`config.mk`:
```
export PLATFORM = sky130hd
export DESIGN_NAME = box_filter_3x3_edge_mean_core_flat
export DESIGN_NICKNAME = d
export VERILOG_FILES = /design/src/rtl/core/bf3_pkg.sv /design/src/rtl/core/bf3_pix_if.sv /design/src/rtl/core/bf3_res_if.sv /design/src/rtl/core/bf3_cfg_if.sv /design/src/rtl/core/bf3_line_ram.sv /design/src/rtl/core/bf3_window.sv /design/src/rtl/core/bf3_mean_div.sv /design/src/rtl/core/box_filter_3x3_edge_mean_core.sv /design/src/flat_wrapper.sv
export SDC_FILE = /design/constraint.sdc
export NUM_CORES = 1
export LEC_CHECK = 0
export BUFFER_PORTS_ARGS = -buffer_cell sky130_fd_sc_hd__buf_2
export CAP_MARGIN = 20
export CORE_MARGIN = 4
export CORE_UTILIZATION = 45
export CTS_CLUSTER_SIZE = 24
export DETAILED_ROUTE_END_ITERATION = 12
export GPL_ROUTABILITY_DRIVEN = 0
export PLACE_DENSITY = 0.66
export SLEW_MARGIN = 40
export SYNTH_ARGS = -nofsm -noshare
export SYNTH_HDL_FRONTEND = slang
export SYNTH_SLANG_ARGS = --single-unit
```
`constraint.sdc`:
```
create_clock -name clk -period 8.9 [get_ports clk]
set_clock_uncertainty 0.15 [all_clocks]
set_input_delay 1.78 -clock clk [delete_from_list [all_inputs] [get_ports clk]]
set_output_delay 1.78 -clock clk [all_outputs]
set_load 0.1 [all_outputs]
```
`src/rtl/core/bf3_pkg.sv`:
```
// Shared types and constants for the 3x3 edge-aware mean filter core.
// No dependencies; rtl/core uses it by scoped names, bar bf3_line_ram.
package bf3_pkg;

  localparam int unsigned PIX_W       = 8;
  localparam int unsigned MAX_SIDE    = 16;
  localparam int unsigned POS_W       = $clog2(MAX_SIDE);
  localparam int unsigned SIDE_W      = 5;
  localparam int unsigned SIDE_MIN    = 2;
  localparam int unsigned SIDE_RESET  = 8;
  localparam int unsigned LINE_W      = 2 * PIX_W;
  localparam int unsigned SUM_W       = 12;
  // floor(x/6) and floor(x/9) for x below 9*256, as (x*K) >> 15
  localparam int unsigned RECIP_W     = 13;
  localparam int unsigned RECIP_SHIFT = 15;
  localparam int unsigned RECIP6      = 5462;
  localparam int unsigned RECIP9      = 3641;

  typedef enum logic [1:0] {
    ST_IDLE,
    ST_RD,
    ST_SUM,
    ST_OUT
  } state_t;

  // which of the up to four released pixels, in release order
  typedef enum logic [1:0] {
    REL_A,   // (r-1, c-1)
    REL_B,   // (r-1, c)
    REL_C,   // (r,   c-1)
    REL_D    // (r,   c)
  } rel_t;

  typedef enum logic [1:0] {
    CNT_4,
    CNT_6,
    CNT_9
  } cnt_t;

  // one window column: [0] two rows up, [1] one row up, [2] current row
  typedef logic [2:0][PIX_W-1:0] col_t;

  typedef struct packed {
    logic [2:0] row_en;
    logic [2:0] col_en;
  } win_sel_t;

  typedef struct packed {
    logic [SUM_W-1:0] sum;
    cnt_t             cnt;
  } sum_job_t;

  typedef struct packed {
    logic [POS_W-1:0] row;
    logic [POS_W-1:0] col;
    logic             low_r;
    logic             low_c;
    logic             last_r;
    logic             last_c;
  } job_t;

endpackage

```
`src/rtl/core/bf3_pix_if.sv`:
```
// Input pixel channel: valid/ready handshake with one 8-bit pixel word.
// Depends on bf3_pkg for the pixel width.
interface bf3_pix_if;
  logic                     valid;
  logic                     ready;
  logic [bf3_pkg::PIX_W-1:0] pixel_value;

  modport source (output valid, output pixel_value, input ready);
  modport sink   (input valid, input pixel_value, output ready);
endinterface

```
`src/rtl/core/bf3_res_if.sv`:
```
// Result channel: valid/ready handshake with mean, position and end flags.
// Depends on bf3_pkg for field widths.
interface bf3_res_if;
  logic                      valid;
  logic                      ready;
  logic [bf3_pkg::PIX_W-1:0] mean_value;
  logic [bf3_pkg::POS_W-1:0] out_row;
  logic [bf3_pkg::POS_W-1:0] out_col;
  logic                      run_last;
  logic                      frame_last;

  modport source (output valid, output mean_value, output out_row, output out_col,
                  output run_last, output frame_last, input ready);
  modport sink   (input valid, input mean_value, input out_row, input out_col,
                  input run_last, input frame_last, output ready);
endinterface

```
`src/rtl/core/bf3_cfg_if.sv`:
```
// Configuration write channel: valid/ready with the frame side register word.
// Depends on bf3_pkg for the register width.
interface bf3_cfg_if;
  logic                       valid;
  logic                       ready;
  logic [bf3_pkg::SIDE_W-1:0] frame_side;

  modport source (output valid, output frame_side, input ready);
  modport sink   (input valid, input frame_side, output ready);
endinterface

```
`src/rtl/core/bf3_line_ram.sv`:
```
// Generic single-write, single-read synchronous RAM, read data registered.
// No dependencies; holds the two line stores side by side in one word.
module bf3_line_ram #(
  parameter int unsigned DEPTH = 16,
  parameter int unsigned WIDTH = 16
) (
  input  logic                     clk,
  input  logic                     we,
  input  logic [$clog2(DEPTH)-1:0] waddr,
  input  logic [WIDTH-1:0]         wdata,
  input  logic                     re,
  input  logic [$clog2(DEPTH)-1:0] raddr,
  output logic [WIDTH-1:0]         rdata
);

  logic [WIDTH-1:0] mem [DEPTH];
  logic [WIDTH-1:0] rdata_r;

  always_ff @(posedge clk) begin
    if (we) begin
      mem[waddr] <= wdata;
    end
  end

  always_ff @(posedge clk) begin
    if (re) begin
      rdata_r <= mem[raddr];
    end
  end

  assign rdata = rdata_r;

endmodule

```
`src/rtl/core/bf3_window.sv`:
```
// 3x3 pixel window: three column registers shifted per pixel, plus the
// masked neighborhood sum. Depends on bf3_pkg.
module bf3_window (
  input  logic              clk,
  input  logic              rst_n,
  input  logic              shift,
  input  bf3_pkg::col_t     col_in,
  input  bf3_pkg::win_sel_t sel,
  output logic [bf3_pkg::SUM_W-1:0] sum
);

  bf3_pkg::col_t grid_r [3];

  always_ff @(posedge clk) begin
    if (!rst_n) begin
      grid_r[0] <= '0;
      grid_r[1] <= '0;
      grid_r[2] <= '0;
    end else if (shift) begin
      grid_r[0] <= grid_r[1];
      grid_r[1] <= grid_r[2];
      grid_r[2] <= col_in;
    end
  end

  always_comb begin
    sum = '0;
    for (int c = 0; c < 3; c++) begin
      for (int r = 0; r < 3; r++) begin
        if (sel.col_en[c] && sel.row_en[r]) begin
          sum = sum + bf3_pkg::SUM_W'(grid_r[c][r]);
        end
      end
    end
  end

endmodule

```
`src/rtl/core/bf3_mean_div.sv`:
```
// Divides a neighborhood sum by its pixel count (4, 6 or 9) through a
// shift or a constant reciprocal multiply. Depends on bf3_pkg.
module bf3_mean_div (
  input  bf3_pkg::sum_job_t          job,
  output logic [bf3_pkg::PIX_W-1:0]  mean
);

  localparam int unsigned PROD_W = bf3_pkg::SUM_W + bf3_pkg::RECIP_W;
  localparam int unsigned LO     = bf3_pkg::RECIP_SHIFT;
  localparam int unsigned HI     = bf3_pkg::RECIP_SHIFT + bf3_pkg::PIX_W - 1;

  logic [PROD_W-1:0] prod6;
  logic [PROD_W-1:0] prod9;

  assign prod6 = PROD_W'(job.sum) * PROD_W'(bf3_pkg::RECIP6);
  assign prod9 = PROD_W'(job.sum) * PROD_W'(bf3_pkg::RECIP9);

  always_comb begin
    case (job.cnt)
      bf3_pkg::CNT_4: mean = job.sum[bf3_pkg::PIX_W+1:2];
      bf3_pkg::CNT_6: mean = prod6[HI:LO];
      bf3_pkg::CNT_9: mean = prod9[HI:LO];
      default:        mean = '0;
    endcase
  end

endmodule

```
`src/rtl/core/box_filter_3x3_edge_mean_core.sv`:
```
// Top level of the 3x3 edge-aware mean filter: sequencer, position counters,
// output register. Depends on bf3_pkg, the three channel interfaces,
// bf3_line_ram, bf3_window and bf3_mean_div.
//
// Usage: pixels of a square frame enter on in_pix in raster order. cfg_wr
// sets the side length (clamped to 2..16) and restarts the frame; write it
// only while the core is idle. Each output word on out_res carries the
// truncated mean of the in-frame 3x3 neighborhood with its row and column;
// run_last marks the last word caused by one pixel, frame_last the
// bottom-right pixel of the frame.
// Timing: a pixel in row 0 or column 0 releases nothing. Any other pixel
// passes through the line store read, the window sum and the reciprocal
// multiply before its first word enters the output register; each further
// word of an edge pixel goes again through the same sum/divide path. The next
// pixel is taken in the cycle its predecessor's last word enters the output
// register. The line store is one RAM of {older, newer} words, read at
// acceptance and written back in the cycle after.
// Reset: frame side 8, counters and window zero, no word pending; the line
// store needs no clearing. A stalled receiver holds the output register and
// the sequencer waits; no word is lost.
module box_filter_3x3_edge_mean_core (
  input  logic clk,
  input  logic rst_n,
  bf3_pix_if.sink   in_pix,
  bf3_res_if.source out_res,
  bf3_cfg_if.sink   cfg_wr
);

  localparam int unsigned PW = bf3_pkg::PIX_W;
  localparam int unsigned QW = bf3_pkg::POS_W;
  localparam int unsigned SW = bf3_pkg::SIDE_W;

  bf3_pkg::state_t state_r, state_nxt;
  bf3_pkg::rel_t   rel_r, rel_nxt;
  bf3_pkg::job_t   job_r;

  logic [SW-1:0] side_r;
  logic [QW-1:0] row_r, col_r;
  logic [PW-1:0] pix_r;

  logic [SW-1:0] side_eff;
  logic [QW-1:0] side_m1;
  logic [QW-1:0] row_eff, col_eff;
  logic          last_r, last_c;

  logic in_fire, cfg_fire, out_free, rel_last, any_rel;

  logic [bf3_pkg::LINE_W-1:0] ram_rdata;
  logic [bf3_pkg::LINE_W-1:0] ram_wdata;
  bf3_pkg::col_t              win_col;
  bf3_pkg::win_sel_t          win_sel;
  logic [bf3_pkg::SUM_W-1:0]  win_sum;

  bf3_pkg::sum_job_t sj_r;
  bf3_pkg::cnt_t     cnt_sel;
  logic [PW-1:0]     mean;

  logic [QW-1:0] pend_row_r, pend_col_r, pend_row, pend_col;
  logic          pend_run_last_r, pend_frame_last_r;

  logic          out_valid_r, out_valid_nxt;
  logic [PW-1:0] out_mean_r;
  logic [QW-1:0] out_row_r, out_col_r;
  logic          out_run_last_r, out_frame_last_r;

  // side clamp and counter sanity
  always_comb begin
    if (side_r < SW'(bf3_pkg::SIDE_MIN)) begin
      side_eff = SW'(bf3_pkg::SIDE_MIN);
    end else if (side_r > SW'(bf3_pkg::MAX_SIDE)) begin
      side_eff = SW'(bf3_pkg::MAX_SIDE);
    end else begin
      side_eff = side_r;
    end
  end

  assign side_m1 = QW'(side_eff - SW'(1));
  assign row_eff = ({1'b0, row_r} >= side_eff) ? '0 : row_r;
  assign col_eff = ({1'b0, col_r} >= side_eff) ? '0 : col_r;
  assign last_r  = (row_eff == side_m1);
  assign last_c  = (col_eff == side_m1);
  assign any_rel = (row_eff != '0) && (col_eff != '0);

  assign in_fire  = in_pix.valid && in_pix.ready;
  assign cfg_fire = cfg_wr.valid && cfg_wr.ready;
  assign out_free = !out_valid_r || out_res.ready;
  assign cfg_wr.ready = 1'b1;

  // release sequence: A, then B on last column, C on last row, D on both
  always_comb begin
    rel_nxt  = rel_r;
    rel_last = 1'b1;
    case (rel_r)
      bf3_pkg::REL_A: begin
        if (job_r.last_c) begin
          rel_nxt  = bf3_pkg::REL_B;
          rel_last = 1'b0;
        end else if (job_r.last_r) begin
          rel_nxt  = bf3_pkg::REL_C;
          rel_last = 1'b0;
        end
      end
      bf3_pkg::REL_B: begin
        if (job_r.last_r) begin
          rel_nxt  = bf3_pkg::REL_C;
          rel_last = 1'b0;
        end
      end
      bf3_pkg::REL_C: begin
        if (job_r.last_c) begin
          rel_nxt  = bf3_pkg::REL_D;
          rel_last = 1'b0;
        end
      end
      default: begin
        rel_nxt  = rel_r;
        rel_last = 1'b1;
      end
    endcase
  end

  // next state
  always_comb begin
    state_nxt = state_r;
    case (state_r)
      bf3_pkg::ST_IDLE: begin
        if (in_fire) begin
          state_nxt = bf3_pkg::ST_RD;
        end
      end
      bf3_pkg::ST_RD: begin
        state_nxt = any_rel ? bf3_pkg::ST_SUM : bf3_pkg::ST_IDLE;
      end
      bf3_pkg::ST_SUM: begin
        state_nxt = bf3_pkg::ST_OUT;
      end
      bf3_pkg::ST_OUT: begin
        if (out_free) begin
          if (!rel_last) begin
            state_nxt = bf3_pkg::ST_SUM;
          end else if (in_fire) begin
            state_nxt = bf3_pkg::ST_RD;
          end else begin
            state_nxt = bf3_pkg::ST_IDLE;
          end
        end
      end
      default: state_nxt = bf3_pkg::ST_IDLE;
    endcase
  end

  // state outputs
  always_comb begin
    in_pix.ready = 1'b0;
    case (state_r)
      bf3_pkg::ST_IDLE: in_pix.ready = 1'b1;
      bf3_pkg::ST_OUT:  in_pix.ready = out_free && rel_last;
      default:          in_pix.ready = 1'b0;
    endcase
  end

  always_ff @(posedge clk) begin
    if (!rst_n) begin
      state_r <= bf3_pkg::ST_IDLE;
    end else begin
      state_r <= state_nxt;
    end
  end

  // config and position counters; a config write restarts the frame
  always_ff @(posedge clk) begin
    if (!rst_n) begin
      side_r <= SW'(bf3_pkg::SIDE_RESET);
      row_r  <= '0;
      col_r  <= '0;
    end else if (cfg_fire) begin
      side_r <= cfg_wr.frame_side;
      row_r  <= '0;
      col_r  <= '0;
    end else if (state_r == bf3_pkg::ST_RD) begin
      if (last_c) begin
        col_r <= '0;
        row_r <= last_r ? '0 : row_eff + QW'(1);
      end else begin
        col_r <= col_eff + QW'(1);
        row_r <= row_eff;
      end
    end
  end

  always_ff @(posedge clk) begin
    if (in_fire) begin
      pix_r <= in_pix.pixel_value;
    end
  end

  // line store word: [15:8] two rows up, [7:0] one row up
  assign ram_wdata = {ram_rdata[PW-1:0], pix_r};

  bf3_line_ram #(
    .DEPTH (bf3_pkg::MAX_SIDE),
    .WIDTH (bf3_pkg::LINE_W)
  ) u_line_ram (
    .clk   (clk),
    .we    (state_r == bf3_pkg::ST_RD),
    .waddr (col_eff),
    .wdata (ram_wdata),
    .re    (in_fire),
    .raddr (col_eff),
    .rdata (ram_rdata)
  );

  assign win_col[0] = ram_rdata[bf3_pkg::LINE_W-1:PW];
  assign win_col[1] = ram_rdata[PW-1:0];
  assign win_col[2] = pix_r;

  // row/col 0 of the window only on a centered release with two rows/cols
  // above inside the frame
  always_comb begin
    logic cr2, cc2;
    cr2 = (rel_r == bf3_pkg::REL_C) || (rel_r == bf3_pkg::REL_D);
    cc2 = (rel_r == bf3_pkg::REL_B) || (rel_r == bf3_pkg::REL_D);
    win_sel.row_en = {2'b11, !cr2 && !job_r.low_r};
    win_sel.col_en = {2'b11, !cc2 && !job_r.low_c};
    case ({win_sel.row_en[0], win_sel.col_en[0]})
      2'b11:   cnt_sel = bf3_pkg::CNT_9;
      2'b10:   cnt_sel = bf3_pkg::CNT_6;
      2'b01:   cnt_sel = bf3_pkg::CNT_6;
      default: cnt_sel = bf3_pkg::CNT_4;
    endcase
    pend_row = cr2 ? job_r.row : job_r.row - QW'(1);
    pend_col = cc2 ? job_r.col : job_r.col - QW'(1);
  end

  bf3_window u_window (
    .clk    (clk),
    .rst_n  (rst_n),
    .shift  (state_r == bf3_pkg::ST_RD),
    .col_in (win_col),
    .sel    (win_sel),
    .sum    (win_sum)
  );

  always_ff @(posedge clk) begin
    if (state_r == bf3_pkg::ST_RD) begin
      job_r.row    <= row_eff;
      job_r.col    <= col_eff;
      job_r.low_r  <= (row_eff < QW'(2));
      job_r.low_c  <= (col_eff < QW'(2));
      job_r.last_r <= last_r;
      job_r.last_c <= last_c;
    end
  end

  always_ff @(posedge clk) begin
    if (!rst_n) begin
      rel_r <= bf3_pkg::REL_A;
    end else if (state_r == bf3_pkg::ST_RD) begin
      rel_r <= bf3_pkg::REL_A;
    end else if ((state_r == bf3_pkg::ST_OUT) && out_free) begin
      rel_r <= rel_nxt;
    end
  end

  always_ff @(posedge clk) begin
    if (state_r == bf3_pkg::ST_SUM) begin
      sj_r.sum          <= win_sum;
      sj_r.cnt          <= cnt_sel;
      pend_row_r        <= pend_row;
      pend_col_r        <= pend_col;
      pend_run_last_r   <= rel_last;
      pend_frame_last_r <= (pend_row == side_m1) && (pend_col == side_m1);
    end
  end

  bf3_mean_div u_mean_div (
    .job  (sj_r),
    .mean (mean)
  );

  // output register
  always_comb begin
    if ((state_r == bf3_pkg::ST_OUT) && out_free) begin
      out_valid_nxt = 1'b1;
    end else if (out_res.ready) begin
      out_valid_nxt = 1'b0;
    end else begin
      out_valid_nxt = out_valid_r;
    end
  end

  always_ff @(posedge clk) begin
    if (!rst_n) begin
      out_valid_r <= 1'b0;
    end else begin
      out_valid_r <= out_valid_nxt;
    end
  end

  always_ff @(posedge clk) begin
    if ((state_r == bf3_pkg::ST_OUT) && out_free) begin
      out_mean_r       <= mean;
      out_row_r        <= pend_row_r;
      out_col_r        <= pend_col_r;
      out_run_last_r   <= pend_run_last_r;
      out_frame_last_r <= pend_frame_last_r;
    end
  end

  assign out_res.valid      = out_valid_r;
  assign out_res.mean_value = out_mean_r;
  assign out_res.out_row    = out_row_r;
  assign out_res.out_col    = out_col_r;
  assign out_res.run_last   = out_run_last_r;
  assign out_res.frame_last = out_frame_last_r;

endmodule

```
`src/flat_wrapper.sv`:
```
// flat-port wrapper written by rule: the top's interface ports become plain ports
module box_filter_3x3_edge_mean_core_flat 
  (clk, rst_n, in_pix_valid, in_pix_pixel_value, in_pix_ready, out_res_valid, out_res_mean_value, out_res_out_row, out_res_out_col, out_res_run_last, out_res_frame_last, out_res_ready, cfg_wr_valid, cfg_wr_frame_side, cfg_wr_ready);
  bf3_pix_if in_pix_i ();
  bf3_res_if out_res_i ();
  bf3_cfg_if cfg_wr_i ();
  input  logic clk;
  input  logic rst_n;
  input wire logic [$bits(in_pix_i.valid)-1:0] in_pix_valid;
  input wire logic [$bits(in_pix_i.pixel_value)-1:0] in_pix_pixel_value;
  output wire logic [$bits(in_pix_i.ready)-1:0] in_pix_ready;
  output wire logic [$bits(out_res_i.valid)-1:0] out_res_valid;
  output wire logic [$bits(out_res_i.mean_value)-1:0] out_res_mean_value;
  output wire logic [$bits(out_res_i.out_row)-1:0] out_res_out_row;
  output wire logic [$bits(out_res_i.out_col)-1:0] out_res_out_col;
  output wire logic [$bits(out_res_i.run_last)-1:0] out_res_run_last;
  output wire logic [$bits(out_res_i.frame_last)-1:0] out_res_frame_last;
  input wire logic [$bits(out_res_i.ready)-1:0] out_res_ready;
  input wire logic [$bits(cfg_wr_i.valid)-1:0] cfg_wr_valid;
  input wire logic [$bits(cfg_wr_i.frame_side)-1:0] cfg_wr_frame_side;
  output wire logic [$bits(cfg_wr_i.ready)-1:0] cfg_wr_ready;
  assign in_pix_i.valid = in_pix_valid;
  assign in_pix_i.pixel_value = in_pix_pixel_value;
  assign in_pix_ready = in_pix_i.ready;
  assign out_res_valid = out_res_i.valid;
  assign out_res_mean_value = out_res_i.mean_value;
  assign out_res_out_row = out_res_i.out_row;
  assign out_res_out_col = out_res_i.out_col;
  assign out_res_run_last = out_res_i.run_last;
  assign out_res_frame_last = out_res_i.frame_last;
  assign out_res_i.ready = out_res_ready;
  assign cfg_wr_i.valid = cfg_wr_valid;
  assign cfg_wr_i.frame_side = cfg_wr_frame_side;
  assign cfg_wr_ready = cfg_wr_i.ready;
  box_filter_3x3_edge_mean_core u_core (.clk(clk), .rst_n(rst_n), .in_pix(in_pix_i), .out_res(out_res_i), .cfg_wr(cfg_wr_i));
endmodule
```
After elaboration in Yosys (flattened, before gate mapping)
Memory sizes are Yosys's and may differ from the RTL's. A register that Yosys moved wholly into a read port is not among the register bits.
Index checks and enable logic that the tools add are counted.
- add/sub/neg operators: 13
- $mul: 2
- order comparisons: 6
- equal/unequal tests: 18
- multiplexer cells: 41
- bitwise gates (word level): 4
- reduce and logical (&&, ||, !) cells: 28
- operator list (kind ; number):
    $add 12x8->12 ; 8
    $mux 24 ; 3
    $mux 12 ; 4
    $mux 4 ; 7
    $pmux 8 s3 ; 1
    $mul 12x12->23 const B ; 1
    $mul 12x12->22 const B ; 1
    $eq 4x4->1 ; 4
    $eq 2x2->1 const B ; 7
    $mux 2 ; 7
    $sub 4x1->4 const B ; 3
    $mux 1 ; 11
    $ge 4x5->1 ; 2
    $mux 5 ; 2
    $add 4x1->4 const B ; 2
    $eq 2x1->1 const B ; 4
    $logic_and 1x1->1 ; 8
    $lt 4x2->1 const B ; 2
    $mux 8 ; 1
    $pmux 2 s4 ; 1
    $reduce_bool 4->1 ; 2
    $logic_not 2->1 ; 3
    $ne 2x1->1 const B ; 3
    $pmux 2 s3 ; 1
    other kinds (14) ; 24
- register bits after elaboration: 80
- bits in writable memories: 328
- input bits: 18
- memories: 2
- memory list (name ; words ; bits a word ; rd ports ; clocked after Yosys merged registers in ; wr ports ; line ; text):
    u_core.u_line_ram.mem ; 16 ; 16 ; 1 ; 1 ; 1 ; bf3_line_ram.sv:16 ; logic [WIDTH-1:0] mem [DEPTH];
    u_core.u_window.grid_r ; 3 ; 24 ; 3 ; 0 ; 3 ; bf3_window.sv:12 ; bf3_pkg::col_t grid_r [3];

Longest topological paths before layout
- depth in word-level cells: 18
- depth in mapped cells: 51
- mapped depth without buffers: 47

Hierarchy
From an unflattened synthesis, not the netlist that was laid out.
- cell total of the unflattened synthesis: 2002
- area total of the unflattened synthesis: 25424.4 um2
- modules (own cells, without submodules) (module ; instances ; cells an instance ; area an instance (um2) ; seq. area each (um2)):
    bf3_line_ram ; 1 ; 432 ; 10202.3 ; 8167.8
    bf3_window ; 1 ; 735 ; 6640.1 ; 2162.1
    bf3_mean_div ; 1 ; 490 ; 4623.2 ; 0.0
    box_filter_3x3_edge_mean_core ; 1 ; 345 ; 3958.8 ; 2222.1

Least setup slack after synthesis
No wires, ideal clock.
- path type: register to register
- start: register u_core.rel_r[0]
- end: register u_core.sj_r[13] in the netlist's numbering (data pin)
- arrival time: 8.967 ns
- data required time: 8.479 ns
- path slack: -0.488 ns
- cell stages (with the launch flop): 52
- clock period less this slack: 9.388 ns
- path through: dfxtp_1 inv_1 ha_1 or3_1 clkbuf_1 inv_2 clkbuf_1 clkbuf_1 ha_1 buf_2 and2_1 ha_1 fa_1 o21ai_0 o221ai_2 xor2_1 nand2_1 o21ai_0 (+16 left out) nand2_1 o21ai_1 nor2_1 xnor2_1 ha_1 xnor2_1 nor2_1 a21oi_1 fa_1 inv_1 ha_1 or3_1 o21ai_0 a21oi_1 a41oi_1 o21ai_0 mux2i_1 o211ai_1
- word-level cells in the longest chain between the ends: 18
- ends and longest elaborated chain (what ; line ; text):
    from (decl) ; box_filter_3x3_edge_mean_core.sv:34 ; bf3_pkg::rel_t rel_r, rel_nxt;
    from (signal assigned) ; box_filter_3x3_edge_mean_core.sv:257 ; rel_r <= bf3_pkg::REL_A;
    from (signal assigned) ; box_filter_3x3_edge_mean_core.sv:259 ; rel_r <= bf3_pkg::REL_A;
    from (signal assigned) ; box_filter_3x3_edge_mean_core.sv:261 ; rel_r <= rel_nxt;
    $eq 2x1->1, or another cell as far along ; box_filter_3x3_edge_mean_core.sv:222 ; cc2 = (rel_r == bf3_pkg::REL_B) || (rel_r == bf3_pkg::REL_D);
    $logic_or 1x1->1, on equally long branches ; box_filter_3x3_edge_mean_core.sv:222, box_filter_3x3_edge_mean_core.sv:221 ;
    $logic_not 1->1, on equally long branches ; box_filter_3x3_edge_mean_core.sv:224, box_filter_3x3_edge_mean_core.sv:223 ;
    $logic_and 1x1->1, on equally long branches ; box_filter_3x3_edge_mean_core.sv:224, box_filter_3x3_edge_mean_core.sv:223 ;
    $logic_and 1x1->1 ; bf3_window.sv:30 ; if (sel.col_en[c] && sel.row_en[r]) begin
    $mux 8 ; bf3_window.sv:30 ;
    $add 12x8->12 ; bf3_window.sv:31 ; sum = sum + bf3_pkg::SUM_W'(grid_r[c][r]);
    $mux 12 ; bf3_window.sv:30 ;
    $add 12x8->12 ; bf3_window.sv:31 ;
    $mux 12 ; bf3_window.sv:30 ;
    $add 12x8->12 ; bf3_window.sv:31 ;
    $mux 12 ; bf3_window.sv:30 ;
    $add 12x8->12 (3 in series) ; bf3_window.sv:31 ;
    $mux 12 (*) ; bf3_window.sv:30 ;
    $add 12x8->12 (*) (2 in series) ; bf3_window.sv:31 ;
    via u_core.u_window.sum (one bit) ; bf3_window.sv:9 ; output logic [bf3_pkg::SUM_W-1:0] sum
    to (decl) ; box_filter_3x3_edge_mean_core.sv:54 ; bf3_pkg::sum_job_t sj_r;
The timed path passes the listed nets; every way through them passes the cells marked *.
A chain may end at the register's enable or synchronous reset.

Worst setup path in the final report
Ends and elaborated chain as after synthesis.

==> summary.txt <==
Clock Tree Root - clkbuf_16
Hold path depth - 0
GRT Util Overall - 19.0%
DIE AREA - 0.0571 mm²
Post-route clock period utilization - 95.9%
Internal - 4.29 mW
Critical path depth in cells - 47
DR vias/cell - 5.59
WL final - 54.9 mm
CTS Buf Count - 45
Final cell count without fillers - 2,777
Core region area - 0.0527 mm²
Ys Warns - 0
Vias in the first global route - 15.9k
Synth Instances - 1,985
CP delay by family, top - adder cells
Clock Sinks - 424
Total power - 6.20 mW
Drt first pass iters - 5
MaxCap Viol Count - 0
Number of synthesized flops with an enable pin - 406
CTS clk-pin slew, worst paths - 0.06 ns
Clk_lat worst skew - 0.59 ns
Area Growth Syn to Fin - 12.8%
DR WL/cell - 19.8 µm
Yosys reg bits - 424
Share of cells above drive strength 1 - 12.4%
Worst hold start - u_core.pend_row_r[3]
# diodes - 0
Fmax - 0.117 GHz
Buf+Inv Stages, Crit Path - 6
Row count - 84
GRT met1 Usage - 24.8%
Slowest library cell on the worst path - fa_1
Initial antenna violation count - 0
Grt ovf - 0
Most frequent CP cell - xnor2_1
Met2 Usage GRT - 32.8%
Vias - 15.5k
Initial Util - 45.6%
WP data arrival - 8.70 ns
Worst path max stage delay - 0.49 ns
Placed cell count - 2,677
P_sw - 1.91 mW
Sequential power share - 44.2%
Critical path endpoint category - flop
DR iter-0 viols - 1,076
Leakage - 10.9 nW
Commonest non-fill, non-tap cell in the layout - edfxtp_1
Slew at the pin closest to its max-slew limit - 0.822 ns
FF-to-FF path depth - 47
Syn nets - 2,307
I/O pin count - 39
Syn avg cell area - 12.1 µm²
Fin. Hold Viols - 0
Worst-path fanout max - 5
Most frequent cells in the layout - edfxtp_1 (406), inv_1 (244), ha_1 (202)
Flop-to-flop setup slack - 0.37 ns
Clock Tree Buf Depth - 3
Die width - 239 µm
CTS tree - built
Switching Fraction - 30.8%
First-pass GRT wire length - 86.2 mm
CP required - 9.07 ns
DRC Markers - 0
Layer with the highest usage - met2
Post-DP HPWL - 36.7 mm
Count of final setup violators - 0
Nets - 2,375
ANT nets after route - 0
Worst Hold Class - reg2reg
Buffers added on ports - 37
Post-layout min period - 8.53 ns
Met3 usage - 2.94%
Startpoint Class - flop
Register area share after synthesis - 52.3%
Worst r2r src - u_core.rel_r[0]
VDD IR max - 0.206 mV
Async S/R FF share, synth - 0%
Worst Setup SP - u_core.rel_r[0]
Main synth FF type - edfxtp_1
Pwr dens - 229 mW/mm²
Clock share of power - 31.2%
Rel. slew slack - 44.3%
Largest net degree at the start of global routing - 96
Post-synth cell types - 74
Chip Height - 239 µm
Gate power share - 24.5%
Synth Cell Area - 0.0240 mm²
Status - completed
Critical path type - reg2reg
Slew Limit Fails - 0
H-tree level count - 2
metal layers:
layer / share of wire, % / vias to the layer above
li1: - / 7285
met1: 42 / 7697
met2: 50 / 419
met3: 5.0 / 121
met4: 3.3 / 0
met5: 0 / -
power groups by stage:
stage	Combinational, mW	Clock (mW)	Sequential, mW
4_1_cts	1.42	1.97	2.74
3_3_place_gp	1.35	0	2.77
5_1_grt	1.68	2.06	2.76
3_5_place_dp	1.39	0	2.78
2_1_floorplan	1.07	0	2.68
6_report	1.52	1.94	2.74
what timing repair did:
item	CTS	global route
hold buffers	0	0
endpoints found under the hold margin	0	0
pin swaps	5	29
cloned	0	0
gates resized for setup	9	47
setup endpoints to repair	1	3
setup buffers	2	14
flip-flops by register name, indices dropped and copies added (netlist names), 2 cells and up:
name                       cells
u_core.state_r                 2
u_core.job_r                  12
u_core.pix_r                   8
u_core.rel_r                   2
u_core.u_line_ram.mem        256
u_core.out_res.out_col         4
u_core.out_res.mean_value      8
u_core.col_r                   4
u_core.u_line_ram.rdata       16
u_core.row_r                   4
u_core.side_r                  5
u_core.out_res.out_row         4
u_core.pend_col_r              4
u_core.sj_r                   14
u_core.u_window.grid_r        72
u_core.pend_row_r              4
per-stage QoR:
stage               setup slack (ns)  cell area [µm²]  setup TNS (ns)  hold WS (ns)  util (%)
detailed placement            -0.113            25200          -0.113         0.263      47.8
global route                 -0.0787            27100         -0.0787         0.280      51.4
floorplan                     0.0346            24000               0         0.250         -
global placement               0.168            25100               0         0.255      47.7
finish                         0.365            27100               0         0.275      51.4
CTS                          0.00124            26700               0         0.277      50.8
synth_stat cells (3+ instances only):
| cell type | number | share of area, % |
|---|---|---|
| nand2_1 | 167 | 2.6 |
| nor3_1 | 31 | 0.65 |
| fa_1 | 91 | 7.6 |
| nor2_1 | 67 | 1.0 |
| nor2b_1 | 24 | 0.63 |
| o21a_1 | 8 | 0.25 |
| o21ai_1 | 14 | 0.29 |
| and2_1 | 12 | 0.31 |
| buf_1 | 3 | 0.047 |
| o41ai_1 | 3 | 0.11 |
| nand4_1 | 6 | 0.16 |
| nand3b_1 | 4 | 0.13 |
| inv_2 | 3 | 0.047 |
| a41oi_1 | 9 | 0.33 |
| or2_1 | 3 | 0.078 |
| or3_1 | 8 | 0.21 |
| a2111oi_0 | 9 | 0.33 |
| a211oi_1 | 7 | 0.22 |
| inv_1 | 247 | 3.9 |
| nand2b_1 | 16 | 0.42 |
| o32ai_1 | 3 | 0.11 |
| xor2_1 | 28 | 1.0 |
| nand3_1 | 22 | 0.46 |
| a21oi_1 | 111 | 2.3 |
| mux2i_1 | 13 | 0.54 |
| o21ai_0 | 54 | 1.1 |
| buf_2 | 13 | 0.27 |
| o22ai_1 | 57 | 1.5 |
| o211ai_1 | 6 | 0.19 |
| mux4_2 | 8 | 0.75 |
| nor4_1 | 11 | 0.29 |
| o21bai_1 | 7 | 0.22 |
| o22a_1 | 10 | 0.37 |
| xnor2_1 | 47 | 1.7 |
| and3_1 | 76 | 2.0 |
| o221ai_1 | 24 | 0.88 |
| clkbuf_1 | 57 | 0.89 |
| ha_1 | 213 | 11 |
| edfxtp_1 | 406 | 51 |
| a21o_1 | 20 | 0.63 |
| a31oi_1 | 10 | 0.26 |
| dfxtp_1 | 18 | 1.5 |
path summary, 6_finish.rpt:
| check | endpoint |
|---|---|
| min | u_core.out_res.out_row[3] |
| min reg2reg | u_core.out_res.out_row[3] |
| max | u_core.sj_r[13] |
| max reg2reg | u_core.sj_r[13] |
cell families (layout without fill, tap and decap cells):
logic type | Yosys count | in the layout | share of synthesized area, %
and+or+nand+nor | 455 | 455 | 9.31
DFF | 424 | 424 | 52.3
AOI/OAI and AO/OA | 376 | 376 | 10.3
buffers and inverters | 326 | 430 | 5.20
adders and majority gates | 304 | 304 | 18.7
xor gates and xnor gates | 76 | 76 | 2.81
muxes | 23 | 23 | 1.39
other | 1 | 1 | 0.0156
final cells by class:
cell class / instances / area, µm²
clock buffer: 53 / 1160
clock inverter: 30 / 384
fill: 4427 / 25600
inverter: 251 / 948
multi-input combinational: 1235 / 10500
sequential: 424 / 12600
tap: 688 / 861
timing repair buffer: 96 / 653
(Power assumes the default switching activity.)
